`config.mk`:
```
export PLATFORM = sky130hd
export DESIGN_NAME = combination_enumerator_unit
export DESIGN_NICKNAME = d
export VERILOG_FILES = /design/src/sv/ceu_pkg.sv /design/src/sv/combination_enumerator_unit.sv
export VERILOG_INCLUDE_DIRS = /design/src /design/src/sv
export SDC_FILE = /design/constraint.sdc
export NUM_CORES = 1
export LEC_CHECK = 0
export BUFFER_PORTS_ARGS = -buffer_cell sky130_fd_sc_hd__buf_2
export CAP_MARGIN = 40
export CORE_MARGIN = 2
export CORE_UTILIZATION = 61
export CTS_CLUSTER_DIAMETER = 80
export CTS_CLUSTER_SIZE = 28
export DETAILED_ROUTE_END_ITERATION = 10
export PLACE_DENSITY = 0.88
export SLEW_MARGIN = 20
export SYNTH_ARGS = -nofsm -noshare
export SYNTH_HDL_FRONTEND = slang
export SYNTH_SLANG_ARGS = --single-unit
```
`constraint.sdc`:
```
create_clock -name i_clk -period 5.05 [get_ports i_clk]
set_input_delay 0.7575 -clock i_clk [delete_from_list [all_inputs] [get_ports i_clk]]
set_output_delay 0.7575 -clock i_clk [all_outputs]
set_load 0.05 [all_outputs]
```
`src/sv/combination_enumerator_unit_macros.svh`:
```
// ----------------------------------------------------------------------------
// Combination enumerator assertion macros
// Shared concurrent-assertion wrappers, clocked on i_clk, off during reset.
// ----------------------------------------------------------------------------
`ifndef COMBINATION_ENUMERATOR_UNIT_MACROS_SVH
`define COMBINATION_ENUMERATOR_UNIT_MACROS_SVH

// same-cycle implication
`define CEU_ASSERT_IMPLY(lbl, ante, cons, msg) \
    lbl: assert property (@(posedge i_clk) disable iff (!i_rst_n) (ante) |-> (cons)) \
        else $error(msg);

// next-cycle implication
`define CEU_ASSERT_NEXT(lbl, ante, cons, msg) \
    lbl: assert property (@(posedge i_clk) disable iff (!i_rst_n) (ante) |=> (cons)) \
        else $error(msg);

`endif

```
`src/sv/ceu_pkg.sv`:
```
// ----------------------------------------------------------------------------
// Combination enumerator package
// Field widths, register indexes and default sizes.
// ----------------------------------------------------------------------------
package ceu_pkg;

    localparam int MAX_SET_SIZE_DEF = 32;
    localparam int MAX_PICK_DEF     = 16;

    localparam int ELEM_W   = 6;
    localparam int SLOT_W   = 4;
    localparam int CIDX_W   = 30;
    localparam int SET_W    = 6;
    localparam int PICK_W   = 5;
    localparam int CFG_W    = 6;
    localparam int CFG_IDX_W = 1;

    localparam logic [CFG_IDX_W-1:0] REG_SET_SIZE   = 1'd0;
    localparam logic [CFG_IDX_W-1:0] REG_PICK_COUNT = 1'd1;

    localparam logic [SET_W-1:0]  SET_SIZE_RST   = 6'd5;
    localparam logic [PICK_W-1:0] PICK_COUNT_RST = 5'd3;

endpackage

```
`src/sv/combination_enumerator_unit.sv`:
```
// Each beat takes a RAM read state, then an emit state that waits while the output
// is stalled; an advance first scans back from the rightmost stored element, reading
// and comparing each one. An exhausted beat leaves from its own state. o_stall holds
// off the input until the request's last beat is emitted, set by the single-port
// element RAM and its registered read.
// Synchronous reset (i_rst_n low) loads n=5, p=3 and idles; the RAM is not cleared.
// ----------------------------------------------------------------------------
// Combination enumerator unit
// Walks the p-subsets of {1..n} in lexicographic order, one element per beat,
// keeping the current combination in a small RAM updated read-modify-write.
// ----------------------------------------------------------------------------
module combination_enumerator_unit #(
    parameter int MAX_SET_SIZE = ceu_pkg::MAX_SET_SIZE_DEF,
    parameter int MAX_PICK     = ceu_pkg::MAX_PICK_DEF
) (
    input  logic                          i_clk,
    input  logic                          i_rst_n,
    input  logic                          i_cfg_we,
    input  logic [ceu_pkg::CFG_IDX_W-1:0] i_cfg_idx,
    input  logic [ceu_pkg::CFG_W-1:0]     i_cfg_data,
    input  logic                          i_valid,
    output logic                          o_stall,
    input  logic                          i_restart,
    output logic                          o_valid,
    input  logic                          i_stall,
    output logic [ceu_pkg::ELEM_W-1:0]    o_element,
    output logic [ceu_pkg::SLOT_W-1:0]    o_slot,
    output logic [ceu_pkg::CIDX_W-1:0]    o_combination_index,
    output logic                          o_last_in_combination,
    output logic                          o_final_combination,
    output logic                          o_exhausted
);
    import ceu_pkg::*;

    `include "combination_enumerator_unit_macros.svh"

    localparam int EW  = $clog2(MAX_SET_SIZE);
    localparam int NW  = $clog2(MAX_SET_SIZE + 1);
    localparam int AW  = (MAX_PICK > 1) ? $clog2(MAX_PICK) : 1;
    localparam int CW0 = (NW > AW + 1) ? NW : AW + 1;
    localparam int CW1 = (CW0 > SET_W) ? CW0 : SET_W;
    localparam int CW  = CW1 + 1;

    localparam logic [2:0] ST_IDLE     = 3'd0;
    localparam logic [2:0] ST_SCAN_RD  = 3'd1;
    localparam logic [2:0] ST_SCAN_CMP = 3'd2;
    localparam logic [2:0] ST_EMIT_RD  = 3'd3;
    localparam logic [2:0] ST_EMIT_OUT = 3'd4;
    localparam logic [2:0] ST_EXH      = 3'd5;

    logic [EW-1:0] mem [MAX_PICK];

    logic [2:0]        r_state, n_state;
    logic [SET_W-1:0]  r_set_size, n_set_size;
    logic [PICK_W-1:0] r_pick_count, n_pick_count;
    logic              r_started, n_started;
    logic              r_finished, n_finished;
    logic [CIDX_W-1:0] r_counter, n_counter;
    logic              r_ovalid, n_ovalid;
    logic [AW-1:0]     r_ptr, n_ptr;
    logic [AW-1:0]     r_s, n_s;
    logic [AW-1:0]     r_idx, n_idx;
    logic [EW-1:0]     r_base, n_base;
    logic              r_final, n_final;
    logic [ELEM_W-1:0] r_elem, n_elem;
    logic [SLOT_W-1:0] r_slot, n_slot;
    logic [CIDX_W-1:0] r_oidx, n_oidx;
    logic              r_olast, n_olast;
    logic              r_ofinal, n_ofinal;
    logic              r_oexh, n_oexh;
    logic [EW-1:0]     r_rd_data;

    logic          w_re, w_we;
    logic [AW-1:0] w_raddr, w_waddr;
    logic [EW-1:0] w_wdata;

    logic [CW-1:0] w_n, w_p, w_nmp, w_bound, w_v, w_calc, w_val;
    logic [AW-1:0] w_pm1;
    logic          w_bad, w_fresh, w_accept, w_out_free, w_from_ram;

    always_comb begin
        w_n = (CW'(r_set_size) > CW'(MAX_SET_SIZE)) ? CW'(MAX_SET_SIZE)
                                                     : CW'(r_set_size);
        w_p        = CW'(r_pick_count);
        w_bad      = (w_p == '0) || (w_p > CW'(MAX_PICK)) || (w_p > w_n);
        w_pm1      = AW'(w_p - CW'(1));
        w_nmp      = w_n - w_p;
        w_bound    = w_nmp + CW'(r_ptr);
        w_v        = CW'(r_rd_data);
        w_calc     = CW'(r_base) + CW'(r_idx) - CW'(r_s);
        w_from_ram = r_idx < r_s;
        w_val      = w_from_ram ? w_v : w_calc;
        w_accept   = i_valid && (r_state == ST_IDLE);
        w_fresh    = i_restart || !r_started;
        w_out_free = !r_ovalid || !i_stall;
    end

    always_comb begin
        n_state      = r_state;
        n_set_size   = r_set_size;
        n_pick_count = r_pick_count;
        n_started    = r_started;
        n_finished   = r_finished;
        n_counter    = r_counter;
        n_ovalid     = r_ovalid && i_stall;
        n_ptr        = r_ptr;
        n_s          = r_s;
        n_idx        = r_idx;
        n_base       = r_base;
        n_final      = r_final;
        n_elem       = r_elem;
        n_slot       = r_slot;
        n_oidx       = r_oidx;
        n_olast      = r_olast;
        n_ofinal     = r_ofinal;
        n_oexh       = r_oexh;
        w_re         = 1'b0;
        w_raddr      = r_ptr;
        w_we         = 1'b0;
        w_waddr      = r_idx;
        w_wdata      = w_val[EW-1:0];

        unique case (r_state)
            ST_IDLE: begin
                if (w_accept) begin
                    if (w_fresh) begin
                        n_started  = 1'b1;
                        n_finished = 1'b0;
                        n_counter  = '0;
                        if (w_bad) begin
                            n_state = ST_EXH;
                        end else begin
                            n_s     = '0;
                            n_idx   = '0;
                            n_base  = '0;
                            n_final = (w_n == w_p);
                            n_state = ST_EMIT_RD;
                        end
                    end else if (r_finished || w_bad) begin
                        n_state = ST_EXH;
                    end else begin
                        n_ptr   = w_pm1;
                        n_state = ST_SCAN_RD;
                    end
                end
            end
            ST_SCAN_RD: begin
                w_re    = 1'b1;
                w_raddr = r_ptr;
                n_state = ST_SCAN_CMP;
            end
            ST_SCAN_CMP: begin
                if (w_v < w_bound) begin
                    // rightmost element with room: raise it, refill the tail
                    n_s       = r_ptr;
                    n_base    = EW'(w_v + CW'(1));
                    // only a raised first element can land on the last subset
                    n_final   = (r_ptr == '0) && ((w_v + CW'(1)) == w_nmp);
                    n_counter = r_counter + CIDX_W'(1);
                    n_idx     = '0;
                    n_state   = ST_EMIT_RD;
                end else if (r_ptr == '0) begin
                    n_state = ST_EXH;
                end else begin
                    n_ptr   = r_ptr - AW'(1);
                    n_state = ST_SCAN_RD;
                end
            end
            ST_EMIT_RD: begin
                w_re    = w_from_ram;
                w_raddr = r_idx;
                n_state = ST_EMIT_OUT;
            end
            ST_EMIT_OUT: begin
                if (w_out_free) begin
                    w_we     = !w_from_ram;
                    n_ovalid = 1'b1;
                    n_elem   = ELEM_W'(w_val + CW'(1));
                    n_slot   = SLOT_W'(r_idx);
                    n_oidx   = r_counter;
                    n_olast  = (r_idx == w_pm1);
                    n_ofinal = r_final;
                    n_oexh   = 1'b0;
                    if (r_idx == w_pm1) begin
                        n_state = ST_IDLE;
                    end else begin
                        n_idx   = r_idx + AW'(1);
                        n_state = ST_EMIT_RD;
                    end
                end
            end
            ST_EXH: begin
                if (w_out_free) begin
                    n_finished = 1'b1;
                    n_ovalid   = 1'b1;
                    n_elem     = '0;
                    n_slot     = '0;
                    n_oidx     = '0;
                    n_olast    = 1'b1;
                    n_ofinal   = 1'b0;
                    n_oexh     = 1'b1;
                    n_state    = ST_IDLE;
                end
            end
            default: begin
                n_state = ST_IDLE;
            end
        endcase

        if (i_cfg_we) begin
            unique case (i_cfg_idx)
                REG_SET_SIZE:   n_set_size   = i_cfg_data[SET_W-1:0];
                REG_PICK_COUNT: n_pick_count = i_cfg_data[PICK_W-1:0];
                default:        n_set_size   = r_set_size;
            endcase
            n_started  = 1'b0;
            n_finished = 1'b0;
        end
    end

    always_ff @(posedge i_clk) begin
        if (!i_rst_n) begin
            r_state      <= ST_IDLE;
            r_set_size   <= SET_SIZE_RST;
            r_pick_count <= PICK_COUNT_RST;
            r_started    <= 1'b0;
            r_finished   <= 1'b0;
            r_counter    <= '0;
            r_ovalid     <= 1'b0;
        end else begin
            r_state      <= n_state;
            r_set_size   <= n_set_size;
            r_pick_count <= n_pick_count;
            r_started    <= n_started;
            r_finished   <= n_finished;
            r_counter    <= n_counter;
            r_ovalid     <= n_ovalid;
        end
    end

    always_ff @(posedge i_clk) begin
        r_ptr    <= n_ptr;
        r_s      <= n_s;
        r_idx    <= n_idx;
        r_base   <= n_base;
        r_final  <= n_final;
        r_elem   <= n_elem;
        r_slot   <= n_slot;
        r_oidx   <= n_oidx;
        r_olast  <= n_olast;
        r_ofinal <= n_ofinal;
        r_oexh   <= n_oexh;
    end

    // element RAM: one write or one read per cycle, registered read data
    always_ff @(posedge i_clk) begin
        if (w_we) begin
            mem[w_waddr] <= w_wdata;
        end
        if (w_re) begin
            r_rd_data <= mem[w_raddr];
        end
    end

    assign o_stall               = (r_state != ST_IDLE);
    assign o_valid               = r_ovalid;
    assign o_element             = r_elem;
    assign o_slot                = r_slot;
    assign o_combination_index   = r_oidx;
    assign o_last_in_combination = r_olast;
    assign o_final_combination   = r_ofinal;
    assign o_exhausted           = r_oexh;

    `CEU_ASSERT_IMPLY(a_emit_in_range, (r_state == ST_EMIT_OUT), (CW'(r_idx) < w_p), "slot past pick count")
    `CEU_ASSERT_IMPLY(a_scan_live, (r_state == ST_SCAN_CMP), (r_started && !r_finished && !w_bad), "scan on a dead sequence")
    `CEU_ASSERT_IMPLY(a_final_not_exh, (r_ovalid && r_ofinal), (!r_oexh), "final flag on exhausted beat")
    `CEU_ASSERT_NEXT(a_stall_holds_idx, (r_state == ST_EMIT_OUT && r_ovalid && i_stall), ($stable(r_idx) && r_state == ST_EMIT_OUT), "emit advanced under stall")

endmodule

```
==> results.toml <==
[timing]
fin_setup_tns_ps = 0
hold_viol_final = 0
min_period_over_period_pct = 84.1
tightest_slew_ps = 850
rsz0062_at_grt = "false"
worst_slew_margin_rel_pct = 42.9
maxClockFrequency_mhz = 235
finClkSkew_ps = 6.76
layout_setup_ws_ps = 802
fin_crit_ps = 4250
finalMaxSlewViolations = 0
setup_viol = 0

[critical_path]
reg2reg_depth = 17
startpoint_type = "register"
reg2reg_setup_slack_ps = 800
crit_arrival_ps = 4580
r2r_end = "r_state[1]"
crit_required_ps = 5380
regToRegStartpoint = "r_set_size[5]"
crit_type = "reg2reg"
end_kind = "register"
crit_fanout = 46

[clock_tree]
ctsHoldBuffers = 0
cts.clk_slew.worst_paths_ps = 70
root_buffer = "clkbuf_16"
numCtsBuffers = 17
post_cts_resized = 0
clock-sinks = 193
clockBufferDepth = 2
cts_tree = "yes"
post_cts_buffers = 0
htreeDepth = 4
clk_latency_ps = 440

[hold_path]
holdPathStages = 2
min_from = "r_counter[22]"
hold_class = "reg2reg"
whs_endpoint = "r_counter[22]"

[layout]
fin_nets = 962
diodes = 0
drive_gt1_share_pct = 11.6
syn_to_final_growth_pct = 9.93

[logic_synthesis]
synth_flop_cell = "edfxtp_1"
syn-mean-instance-area_um2 = 11.1
async_reset_ff_share_pct = 0
synth_cell_types = 60
synth_edf_count = 146
synth_warnings = 0
ys_ff_latch = 193
synth_cells = 877
synth_area_mm2 = 0.00970
ys_seq_area_share_pct = 54.9
synth_nets = 928

[power_and_ir_drop]
p_int_mw = 3.87
seqPwrFrac_pct = 38.3
power.leakage_nw = 4.00
p_switching_mw = 2.67
pwr-share-comb_pct = 42.8
peakVddDrop_mv = 0.392
p_sw_share_pct = 40.9
clockPowerShare_pct = 18.9
p_per_area_mw_per_mm2 = 614

[placed_design]
routabilityCongestion = 0.924
dp_slack_ps = 842
dp_hpwl_mm = 14.4
io_buffer_count = 57

[global_route]
grt_pass1_vias = 6755
grt_max_degree = 47
overflow = 0
grt_pass1_wl_mm = 34.0
grt_usage_pct = 26.3
antenna_found_initial = 0

[status]
outcome = "finished, final reports clean"

[detailed_routing]
post_drt_via_cell_ratio = 6.19
dr.max_layer_used = "met4"
wl_met1_mm = 8.63
detail-route-antenna-nets = 0
wl_met3_mm = 1.35
drt_iter0_drc = 895
wl_met2_mm = 11.0
routed-via-count = 7045
wl_per_cell_um = 19.1
drc = 0
drt-total-wl_mm = 21.7
dr.pass1.iters = 5

[floorplan]
core_region_area_mm2 = 0.0157
start_util_pct = 61.7
die_y_um = 130
die_w_um = 130
ios = 58
std_cell_rows = 46
dieArea_mm2 = 0.0169

[run]
drv_cap = 0
-- synthesized netlist by cell type (3+ instances only) --
| cell type | n | area, µm² |
|---|---|---|
| o21a_1 | 6 | 45.0 |
| o2111ai_1 | 23 | 201 |
| ha_1 | 32 | 400 |
| mux2i_1 | 17 | 170 |
| a31oi_1 | 10 | 62.6 |
| and3_1 | 17 | 106 |
| nor2b_1 | 9 | 56.3 |
| a21boi_0 | 6 | 45.0 |
| nand2b_1 | 12 | 75.1 |
| and2_1 | 51 | 319 |
| mux2_2 | 5 | 56.3 |
| o21ai_0 | 4 | 20.0 |
| a2111o_1 | 19 | 214 |
| buf_4 | 3 | 22.5 |
| a311oi_1 | 11 | 96.3 |
| nand4_1 | 8 | 50.1 |
| a211oi_1 | 27 | 203 |
| and2_0 | 8 | 50.1 |
| a21o_1 | 8 | 60.1 |
| nand3_1 | 29 | 145 |
| clkbuf_1 | 37 | 139 |
| a21oi_1 | 40 | 200 |
| inv_1 | 41 | 154 |
| nor3_1 | 23 | 115 |
| xor2_1 | 10 | 87.6 |
| xnor2_1 | 22 | 193 |
| fa_1 | 6 | 120 |
| o31ai_1 | 3 | 22.5 |
| edfxtp_1 | 146 | 4380 |
| buf_2 | 8 | 40.0 |
| o211ai_1 | 5 | 37.5 |
| a21oi_2 | 3 | 26.3 |
| dfxtp_1 | 47 | 941 |
| nand2_1 | 102 | 383 |
| nor2_1 | 50 | 188 |
-- worst max-delay path, stage by stage (launching register included) --
cell and delay (ps):
dfxtp_1 450, nand2b_1 160, ha_1 160, inv_1 60, fa_1 390, xor2_1 250, ha_1 320, a21o_1 190
a21oi_1 250, xnor2_1 120, ha_1 300, nand2_1 50, o31ai_1 320, o31ai_4 180, o21ai_4 140, buf_4 430
o31ai_1 180, and3_1 200
-- how the worst max path moves through the flow --
stage / from / end / slack [ps] / cells after the start
floorplan: r_set_size[5] / r_base[0] / 840 / 15
global placement: r_set_size[5] / r_ptr[1] / 980 / 16
detailed placement: r_set_size[5] / r_state[1] / 840 / 17
CTS: r_set_size[5] / r_state[1] / 810 / 17
global route: r_set_size[5] / r_ptr[3] / 480 / 16
finish: r_set_size[5] / r_state[1] / 800 / 17
-- flip-flops by register name, indices dropped and copies added, names as in the netlist, 4 cells and up --
register / cells
mem: 80
o_combination_index: 30
r_counter: 30
o_element: 6
r_set_size: 6
r_base: 5
r_pick_count: 5
r_rd_data: 5
o_slot: 4
r_idx: 4
r_ptr: 4
r_s: 4
-- power by group through the flow --
| stage | Combinational [mW] | Clock, mW | Sequential (mW) |
|---|---|---|---|
| 2_1_floorplan | 1.83 | 0 | 2.67 |
| 3_3_place_gp | 2.58 | 0 | 2.53 |
| 3_5_place_dp | 2.74 | 0 | 2.53 |
| 4_1_cts | 2.78 | 1.24 | 2.50 |
| 5_1_grt | 3.06 | 1.29 | 2.52 |
| 6_report | 2.80 | 1.23 | 2.51 |
-- layout by cell type (no fill, tap or decap), types with 5 or more instances in the layout --
cell,n
o21a_1,6
fa_1,6
o211ai_1,5
nand4_1,8
clkbuf_16,17
a211oi_1,27
a2111o_1,19
edfxtp_1,146
a21o_1,8
nand2b_1,12
xnor2_1,22
a21oi_1,37
a311oi_1,11
a31oi_1,10
dfxtp_1,47
nand2_1,102
nor3_1,23
nand3_1,29
and2_0,8
inv_1,41
a21boi_0,6
ha_1,32
xor2_1,10
and3_1,17
nor2_1,49
buf_4,6
and2_1,51
mux2i_1,16
mux2_2,5
nor2b_1,9
buf_2,57
o2111ai_1,23
clkinv_1,5
a21oi_2,6
-- cell type report --
type / instances / area [µm²]
repair buffers: 65 / 362
inverters: 42 / 158
flip-flops and latches: 193 / 5330
fillers: 1086 / 5050
well taps: 216 / 270
multi-input cells: 592 / 4020
clock inverters: 11 / 88.8
clock buffers: 20 / 437
-- cell families (layout without fill, tap and decap cells) --
logic type,after synthesis,count (layout),synth area share [%]
adders and majority gates,38,38,5.37
AOI/OAI and AO/OA,178,178,14.2
xor gates and xnor gates,33,33,3.06
buffers and inverters,92,138,3.86
muxes,22,22,2.33
DFF,193,193,54.9
and+or+nand+nor,321,321,16.3
-- stage by stage --
step	cells	hold slack [ps]	cell area (µm²)	total power, mW	utilization (%)
after floorplan	877	435	9700	4.50	-
after global placement	1106	444	10100	5.12	64.3
after detailed placement	1108	462	10100	5.27	64.5
after CTS	1139	479	10700	6.52	67.9
after global routing	1139	494	10700	6.87	67.9
final	1139	474	10700	6.54	67.9
-- layer usage --
| layer | vias to the layer above | track usage (%) |
|---|---|---|
| met5 | - | 0 |
| met4 | 0 | 11.1 |
| met3 | 69 | 5.99 |
| met2 | 292 | 45.2 |
| met1 | 3397 | 32.2 |
| li1 | 3287 | - |
No activity file was read; power rests on OpenSTA's default activity.
